===== config.mk =====
export PLATFORM = sky130hd
export DESIGN_NAME = sit_ram
export DESIGN_NICKNAME = d
export VERILOG_FILES = /design/src/sv/sit_ram.sv
export SDC_FILE = /design/constraint.sdc
export NUM_CORES = 1
export LEC_CHECK = 0
export BUFFER_PORTS_ARGS = -buffer_cell sky130_fd_sc_hd__buf_2
export CAP_MARGIN = 5
export CORE_UTILIZATION = 55
export CTS_CLUSTER_DIAMETER = 150
export DETAILED_ROUTE_END_ITERATION = 16
export PLACE_DENSITY_LB_ADDON = 0.15
export SYNTH_ARGS = -nofsm -noshare
export SYNTH_HDL_FRONTEND = slang
export SYNTH_SLANG_ARGS = --single-unit

===== constraint.sdc =====
create_clock -name clk_i -period 5.4 [get_ports clk_i]
set_input_delay 1.08 -clock clk_i [delete_from_list [all_inputs] [get_ports clk_i]]
set_output_delay 1.08 -clock clk_i [all_outputs]
set_load 0.01 [all_outputs]

===== src/sv/sit_ram.sv =====
// ----------------------------------------------------------------------------
// Generic RAM
// One write port and one read port, read data registered.
// ----------------------------------------------------------------------------
`default_nettype none

module sit_ram #(
  parameter int unsigned WIDTH = 8,
  parameter int unsigned DEPTH = 16
) (
  input  wire logic                     clk_i,
  input  wire logic                     we_i,
  input  wire logic [$clog2(DEPTH)-1:0] waddr_i,
  input  wire logic [WIDTH-1:0]         wdata_i,
  input  wire logic                     re_i,
  input  wire logic [$clog2(DEPTH)-1:0] raddr_i,
  output logic      [WIDTH-1:0]         rdata_o
);

  logic [WIDTH-1:0] mem_q [DEPTH];

  // Write port
  always_ff @(posedge clk_i) begin
    if (we_i) begin
      mem_q[waddr_i] <= wdata_i;
    end
  end

  // Registered read port
  always_ff @(posedge clk_i) begin
    if (re_i) begin
      rdata_o <= mem_q[raddr_i];
    end
  end

endmodule

`default_nettype wire

==> results of run 1 <==
[report_power, final]
part	switching [mW]	leakage, nW	internal [mW]	total [mW]
sequential	0.00622	1.24	1.19	1.20
clock	0.424	0.286	0.704	1.13
combinational	0.0608	0.494	0.0415	0.102
total	0.491	2.02	1.94	2.43
[kinds of logic after synthesis]
| group | after synthesis | synth area share (%) |
|---|---|---|
| muxes | 32 | 14.79 |
| AOI/OAI and AO/OA | 16 | 2.298 |
| buffers and inverters | 10 | 1.651 |
| and+or+nand+nor | 35 | 3.136 |
| DFF | 136 | 78.12 |
[per-layer routing]
metal	vias up	GRT usage, %	part of all wire (%)
li1	1063	-	-
met1	1248	30.70	45
met2	81	32.00	49
met3	11	5.973	4.9
met4	0	8.371	1.1
met5	-	0	0
[layout make-up]
cell class | count | area (um^2)
clock inverter | 15 | 176.4
tap | 129 | 161.4
timing repair buffer | 30 | 160.2
fill | 611 | 3187
clock buffer | 17 | 414.1
sequential | 136 | 4084
multi-input combinational | 83 | 1057
[worst max-delay path, stage by stage]
cell     delay [ns]
buf_2          0.78
mux4_1         0.65
a22oi_1        0.33
nand2_1        0.08
[registers in the layout, indices dropped and copies added (netlist names)]
register  flops
mem_q       128
rdata_o       8
[layout by cell type, fill, tap and decap left out, types with 4 or more instances in the layout]
cell / synthesis / layout
edfxtp_1: 136 / 136
buf_4: 1 / 4
clkbuf_16: 0 / 16
mux4_2: 18 / 18
nor2_1: 13 / 13
nor3_1: 4 / 4
buf_2: 3 / 26
a22oi_1: 16 / 16
mux4_1: 14 / 14
nand2_1: 9 / 9
[stage by stage]
| step | total power [mW] | utilization (%) | hold slack, ns | std cells | worst slack, ns |
|---|---|---|---|---|---|
| 3_3_place_gp | 1.319 | 59.12 | 0.7348 | 378 | 2.166 |
| 2_1_floorplan | 1.278 | - | 0.7048 | 229 | 2.827 |
| 6_report | 2.427 | 65.51 | 0.7510 | 410 | 2.701 |
| 4_1_cts | 2.443 | 65.51 | 0.7593 | 410 | 2.655 |
| 3_5_place_dp | 1.322 | 59.12 | 0.7381 | 378 | 2.115 |
| 5_1_grt | 2.495 | 65.51 | 0.7898 | 410 | 2.612 |
[worst max-delay path by stage]
stage | end | slack (ns) | cells after the start
after global placement | rdata_o[4] | 2.17 | 4
final | rdata_o[4] | 2.70 | 4
after CTS | rdata_o[4] | 2.66 | 4
after floorplan | mem_q[0][0] | 2.83 | 2
after detailed placement | rdata_o[4] | 2.11 | 4
after global routing | rdata_o[4] | 2.61 | 4
==> reports/summary.txt, run 1 <==
Rel. slew slack = 29.61%
Number of flops mapped to enable cells by yosys = 136
Post-synthesis sequential area ratio = 78.12%
Average wire per standard cell = 22.89 um
Setup violators final = 0
Die Span X = 99.49 um
Syn avg cell area = 22.83 um^2
Synth top area share = 78.12%
# diodes = 0
Vias in the first global route = 2,406
Starting density of the core = 56.57%
Share of async-settable or async-resettable flops after synthesis = 0%
Leak pwr = 2.017 nW
Crit. Startpoint = raddr_i[0]
Die ar. = 9898 um^2
Total CTS buffers = 17
Mapped Nets = 248
Commonest cells in the netlist = edfxtp_1, mux4_2, a22oi_1
Minimum clock period = 2.699 ns
# DRC = 0
Status = finished, final reports clean
Root buffer cell = clkbuf_8
Synth unique cells = 18
Antenna Nets Post-Route = 0
Layout cells sized above 1 = 28.47%
Core ar. = 9240 um^2
Clk sinks = 136
Detailed placement HPWL = 5.720 mm
Clk_skew = 0.007895 ns
Clock slew at reported path FFs = 0.06 ns
Pre-antenna DRT Iters = 4
Finished layout cell area = 6053 um^2
Ys Warns = 0
Drt total wl = 9.386 mm
Hold path start = mem_q[12][0]
Reg2reg end = rdata_o[4]
Critical path arrival = 2.95 ns
Slew Limit Fails = 0
Setup TNS = 0 ns
Hold Fails Final Rpt = 0
Initial antenna violation count = 0
H-tree level count = 4
Site Rows = 35
Vias per cell = 5.861
Post-Syn Instances = 229
RSZ-0062 raised after global routing = false
Ports = 27
Worst-Margin Slew = 1.056 ns
FF-to-FF setup slack = 3.88 ns
CTS Hold Bufs = 0
Reg2Reg Depth = 3
Max Cap Viol = 0
Type of origin of the critical path = input port
Worst Setup Path Type = input port to flip-flop
Hold Path Depth = 3
Period Utilization, post-route = 49.99%
Synth Register Bits = 136
FMAX = 370.5 MHz
R2r startpoint = mem_q[9][4]
Placement Cell Area = 5463 um^2
First-pass GRT wire length = 14.40 mm
Initial drt markers = 196
CTS Buffer Depth = 2
Cts repair resizes = 0
Synthesis-to-layout area growth = 15.80%
Number of buffers added on ports = 26
Total GRT Usage = 21.45%
Required time worst endpoint = 5.65 ns
Most frequent cell after synthesis = edfxtp_1
VDD IR max = 0.2308 mV
Post-CTS Repair Setup Buffers = 0
Main synth FF type = edfxtp_1
Post-layout nets = 287
Synth area leaders = edfxtp_1, mux4_2, mux4_1, a22oi_1, nor2_1
Routability Congestion = 0.7124
Grt total ovfl = 0
Crit end category = flip-flop
Pwr/cell area = 400.9 nW/um^2
Synth Cell Area = 5228 um^2
Worst Path Max Fanout = 32
Worst Hold Path EP = rdata_o[0]
Worst hold path type = flip-flop to flip-flop
Cell accounting for the most synthesized area = edfxtp_1
Largest net degree at the start of global routing = 33
Vias = 2,403
Clock Latency Late Sink = 0.51 ns
Die Height = 99.49 um
CTS tree = yes
Note: power is estimated with default switching activity, not from simulation.
==> run 2, diff against run 1 <==
--- a/config.mk
+++ b/config.mk
@@ -5,6 +5,7 @@
 export SDC_FILE = /design/constraint.sdc
 export NUM_CORES = 1
 export LEC_CHECK = 0
+export ABC_AREA = 1
 export BUFFER_PORTS_ARGS = -buffer_cell sky130_fd_sc_hd__buf_2
 export CAP_MARGIN = 5
 export CORE_UTILIZATION = 55
==> constraint.sdc (replaced) <==
create_clock -name clk_i -period 2.8 [get_ports clk_i]
set_input_delay 0.56 -clock clk_i [delete_from_list [all_inputs] [get_ports clk_i]]
set_output_delay 0.56 -clock clk_i [all_outputs]
set_load 0.01 [all_outputs]
==> run 2 against run 1 <==
Against the previous run: global-route usage increased by 4.4 points; synthesized area increased by 12%; count of clock-buffer cells in the layout increased by 1; highest routed layer unchanged.
==> reports/summary.txt, run 2 <==
Synth unique cells = 11
# DRC = 0
H-tree level count = 4
Commonest non-fill, non-tap cell in the layout = nand2_1
CTS Buffer Depth = 2
CTS Hold Bufs = 0
Clock slew at reported path FFs = 0.06 ns
Rel. slew slack = 42.09%
Reg with most FFs = mem_q
Routability Congestion = 0.7929
Worst-Margin Slew = 0.8655 ns
Clk_skew = 0.009324 ns
Average wire per standard cell = 17.79 um
Number of flops mapped to enable cells by yosys = 136
Die Height = 105.1 um
Top sig layer = met4
Root buffer cell = clkbuf_8
Detailed placement HPWL = 7.668 mm
First-pass GRT wire length = 20.42 mm
Grt total ovfl = 0
Most frequent cell after synthesis = nand2_1
Largest net degree at the start of global routing = 65
Post-layout nets = 601
Vias in the first global route = 3,642
Commonest cells after routing, fill and taps aside = nand2_1, edfxtp_1, inv_1, nand3_1, buf_2
FMAX = 508.5 MHz
Total CTS buffers = 17
Synth Cell Area = 5847 um^2
Kind of cell adding the most delay to the critical path = buffers and inverters
Clk sinks = 136
Cts repair resizes = 0
Drt total wl = 12.99 mm
Synth area leaders = edfxtp_1, nand2_1, nand3_1, inv_1, buf_6
Cell accounting for the most synthesized area = edfxtp_1
Main synth FF type = edfxtp_1
Setup violators final = 0
Ports = 27
Worst Path Max Fanout = 33
Max incr delay on CP = 0.56 ns
Setup TNS = 0 ns
Synth top area share = 69.85%
Vias = 3,860
Die ar. = 11,050 um^2
Post-synthesis sequential area ratio = 69.85%
Number of buffers added on ports = 26
Total GRT Usage = 25.80%
Final Total Pwr = 4.576 mW
CTS tree = yes
Leak pwr = 2.842 nW
Ys Warns = 0
Max Cap Viol = 0
Pwr/cell area = 693.4 nW/um^2
# diodes = 0
WL met3 = 1.323 mm
Hold Fails Final Rpt = 0
Synthesis-to-layout area growth = 12.86%
Synth Register Bits = 136
Post-CTS Repair Setup Buffers = 0
Antenna Nets Post-Route = 0
CP dominant cell by count = nand3_1
Minimum clock period = 1.966 ns
Initial drt markers = 318
Critical path's slowest cell = buf_2
Layout cells sized above 1 = 10.44%
Max FFs per register = 128
Share of async-settable or async-resettable flops after synthesis = 0%
Initial antenna violation count = 0
RSZ-0062 raised after global routing = false
Wl on met1 = 5.549 mm
Commonest cells in the netlist = nand2_1, edfxtp_1, inv_1
Largest regs = mem_q x128, rdata_o x8
Required time worst endpoint = 3.07 ns
Syn avg cell area = 10.61 um^2
Period Utilization, post-route = 70.23%
Clock Latency Late Sink = 0.52 ns
Starting density of the core = 56.64%
Site Rows = 37
Worst hold path type = input port to flip-flop
Buf/Inv on CP = 2
Type of origin of the critical path = input port
Slew Limit Fails = 0
CP cell instances = buf_2 > inv_2 > nand3_1 > nand3_1 > nand3_1 > nand2_1
Worst Setup Path Type = input port to flip-flop
Met2 WL post-DR = 5.818 mm
Post-Syn Instances = 551
Status = finished, final reports clean
Vias per cell = 5.288
Critical path arrival = 2.23 ns
VDD IR max = 0.3956 mV
Core ar. = 10,320 um^2
Pre-antenna DRT Iters = 5
Crit end category = flip-flop
Mapped Nets = 570
Die Span X = 105.1 um
[run 2: through the flow]
stage	setup slack [ns]	cell area [um^2]	hold WS [ns]	util, %	instances
finish	0.8335	6599	0.4089	63.92	730
global route	0.8031	6599	0.3956	63.92	730
CTS	0.9134	6599	0.3867	63.92	730
detailed placement	0.3818	6068	0.7292	58.78	699
global placement	0.4305	6068	0.7221	58.78	699
floorplan	1.289	5847	0.6589	-	551
[run 2: layout make-up]
class	count	area, um^2
clock buffer	18	417.9
clock inverter	13	112.6
fill	833	3725
inverter	102	382.9
multi-input combinational	289	1214
sequential	136	4084
tap	136	170.2
timing repair buffer	36	217.7
[run 2: power by group]
group          internal (mW)  switching [mW]
registers               2.29          0.0118
logic                 0.0746           0.199
clock network           1.23           0.761
total                   3.60           0.972
[run 2: layer usage]
metal | vias up | GRT usage, %
li1 | 1842 | -
met1 | 1798 | 37.40
met2 | 201 | 37.28
met3 | 19 | 6.051
met4 | 0 | 11.47
met5 | - | 0
[run 2: worst register-to-register path, delay by kind of cell (launching register included)]
kind                   cells  cell delay (ns)
and+or+nand+nor            5             0.55
buffers and inverters      1             0.06
DFF                        1             0.36
[run 2: kinds of logic (layout without fill, tap and decap cells)]
kind of cell  count (synthesis)  after routing  synth area share (%)
buf+inv                     126            169                 9.394
flops                       136            136                 69.85
simple gates                289            289                 20.76
[run 2: path summary, 6_finish.rpt]
check          startpoint          to  slack, ns  cells past startpoint
min                  re_i  rdata_o[3]       0.41                      1
min reg2reg   mem_q[6][2]  rdata_o[2]       0.74                      6
max            raddr_i[1]  rdata_o[5]       0.83                      6
max reg2reg  mem_q[11][5]  rdata_o[5]       1.57                      6
==> run 3, diff against run 2 <==
==> constraint.sdc (replaced) <==
create_clock -name clk_i -period 1.9 [get_ports clk_i]
set_input_delay 0.38 -clock clk_i [delete_from_list [all_inputs] [get_ports clk_i]]
set_output_delay 0.38 -clock clk_i [all_outputs]
set_load 0.01 [all_outputs]
==> run 3 against run 2 <==
Against the previous run: cell area grew 3.8%; total power up 64%; sequential cell count unchanged; critical path depth decreased by 5; die area is the same; highest routed layer unchanged.
==> reports/summary.txt, run 3 (same netlist as run 2, synthesis figures left out) <==
Status = finished, final reports clean
Met3 Usage GRT = 5.739%
Reg2reg end = rdata_o[3]
Largest net degree at the start of global routing = 38
Pwr/cell area = 1095 nW/um^2
Required time worst endpoint = 1.52 ns
Synthesis-to-layout area growth = 17.14%
Post-layout nets = 614
Max FFs per register = 128
Setup TNS = 0 ns
Leak pwr = 2.983 nW
CTS tree = yes
Commonest non-fill, non-tap cell in the layout = nand2_1
Worst Path Max Fanout = 1
# DRC = 0
Critical path's slowest cell = edfxtp_1
Initial antenna violation count = 0
Number of buffers added on ports = 26
Grt total ovfl = 0
Routability Congestion = 0.7878
Placed cell count = 712
Drt total wl = 12.74 mm
Ports = 27
Reg with most FFs = mem_q
Root buffer cell = clkbuf_8
CP cell instances = buf_2
Die ar. = 11,050 um^2
Worst Hold Path EP = rdata_o[5]
H-tree level count = 4
Worst hold margin = 0.2373 ns
Buf/Inv on CP = 1
Fill cells = 756
Cts repair resizes = 0
Max incr delay on CP = 0.42 ns
Clock Latency Late Sink = 0.51 ns
CTS Hold Bufs = 0
Slew Limit Fails = 0
Average wire per standard cell = 17.13 um
Worst-Margin Slew = 0.6278 ns
FMAX = 677.2 MHz
Minimum clock period = 1.477 ns
Detailed placement HPWL = 7.838 mm
Site Rows = 37
Met2 Use GR = 39.12%
Hold Fails Final Rpt = 0
FF-to-FF setup slack = 0.71 ns
CTS Buffer Depth = 2
Largest regs = mem_q x128, rdata_o x8
Hold Path Depth = 1
Critical path arrival = 1.10 ns
Final cell count without fillers = 744
Post-CTS Repair Setup Buffers = 0
Total CTS buffers = 17
Clk sinks = 136
Worst hold path type = input port to flip-flop
Rel. slew slack = 58.08%
Placement Cell Area = 6178 um^2
Layout cells sized above 1 = 13.16%
Vias in the first global route = 3,801
Multi-input logic area = 1214 um^2
Period Utilization, post-route = 77.72%
Type of origin of the critical path = flip-flop
Die Span X = 105.1 um
Total GRT Usage = 25.48%
Initial drt markers = 334
Pre-antenna DRT Iters = 5
Kind of cell adding the most delay to the critical path = flip-flops
# diodes = 0
RSZ-0062 raised after global routing = false
Max Cap Viol = 0
Clk_skew = 0.006508 ns
Crit end category = output pin
Reg2Reg Depth = 6
Commonest cells after routing, fill and taps aside = nand2_1, edfxtp_1, inv_1, nand3_1, buf_2
Vias per cell = 5.267
Vias = 3,919
Setup violators final = 0
Met1 Use GR = 35.59%
Starting density of the core = 56.64%
Final Total Pwr = 7.502 mW
Finished layout cell area = 6849 um^2
Clock slew at reported path FFs = 0.06 ns
Worst Setup Path Type = flip-flop to output pin
R2r startpoint = mem_q[1][3]
VDD IR max = 0.5647 mV
Core ar. = 10,320 um^2
Register Area = 4084 um^2
GR peak layer = met2
Die Height = 105.1 um
Hold path start = re_i
Antenna Nets Post-Route = 0
First-pass GRT wire length = 20.18 mm
==> run 3: cell types whose count changed in the layout (fill, tap and decap cells not counted), sizes merged <==
cell / previous run / this run
buf: 36 / 49
bufinv: 2 / 7
clkinv: 9 / 6
clkinvlp: 2 / 1
==> run 3: area by class of cell <==
| type | instances | share of cell area (%) |
|---|---|---|
| Clock buffer | 18 | 6.102 |
| Clock inverter | 14 | 3.690 |
| Inverter | 102 | 5.590 |
| Multi-Input combinational cell | 289 | 17.72 |
| Sequential cell | 136 | 59.63 |
| Tap cell | 136 | 2.484 |
| Timing Repair Buffer | 49 | 4.786 |
==> run 3: layer usage <==
| metal | part of all wire [%] | vias up |
|---|---|---|
| met4 | 1.7 | 0 |
| li1 | - | 1868 |
| met1 | 44 | 1853 |
| met2 | 47 | 178 |
| met3 | 7.4 | 20 |
| met5 | 0 | - |
==> run 3: how the worst max path moves through the flow <==
| stage | slack, ns | to | startpoint | cells past startpoint |
|---|---|---|---|---|
| 5_1_grt | 0.39 | rdata_o[1] | rdata_o[1] | 1 |
| 3_3_place_gp | 0.26 | rdata_o[4] | raddr_i[0] | 7 |
| 4_1_cts | 0.40 | rdata_o[0] | rdata_o[0] | 1 |
| 6_report | 0.42 | rdata_o[0] | rdata_o[0] | 1 |
| 3_5_place_dp | 0.26 | rdata_o[4] | raddr_i[0] | 7 |
| 2_1_floorplan | 0.57 | mem_q[10][0] | waddr_i[2] | 2 |
==> run 3: through the flow <==
stage	setup slack, ns	utilization (%)
2_1_floorplan	0.5692	-
3_3_place_gp	0.2606	59.85
3_5_place_dp	0.2602	59.85
4_1_cts	0.3974	66.34
5_1_grt	0.3887	66.34
6_report	0.4233	66.34
==> run 3: power by group <==
group | internal (mW) | switching, mW | leakage [nW]
clock | 2.52 | 1.17 | 0.324
sequential | 3.38 | 0.0187 | 1.24
combinational | 0.122 | 0.293 | 1.42
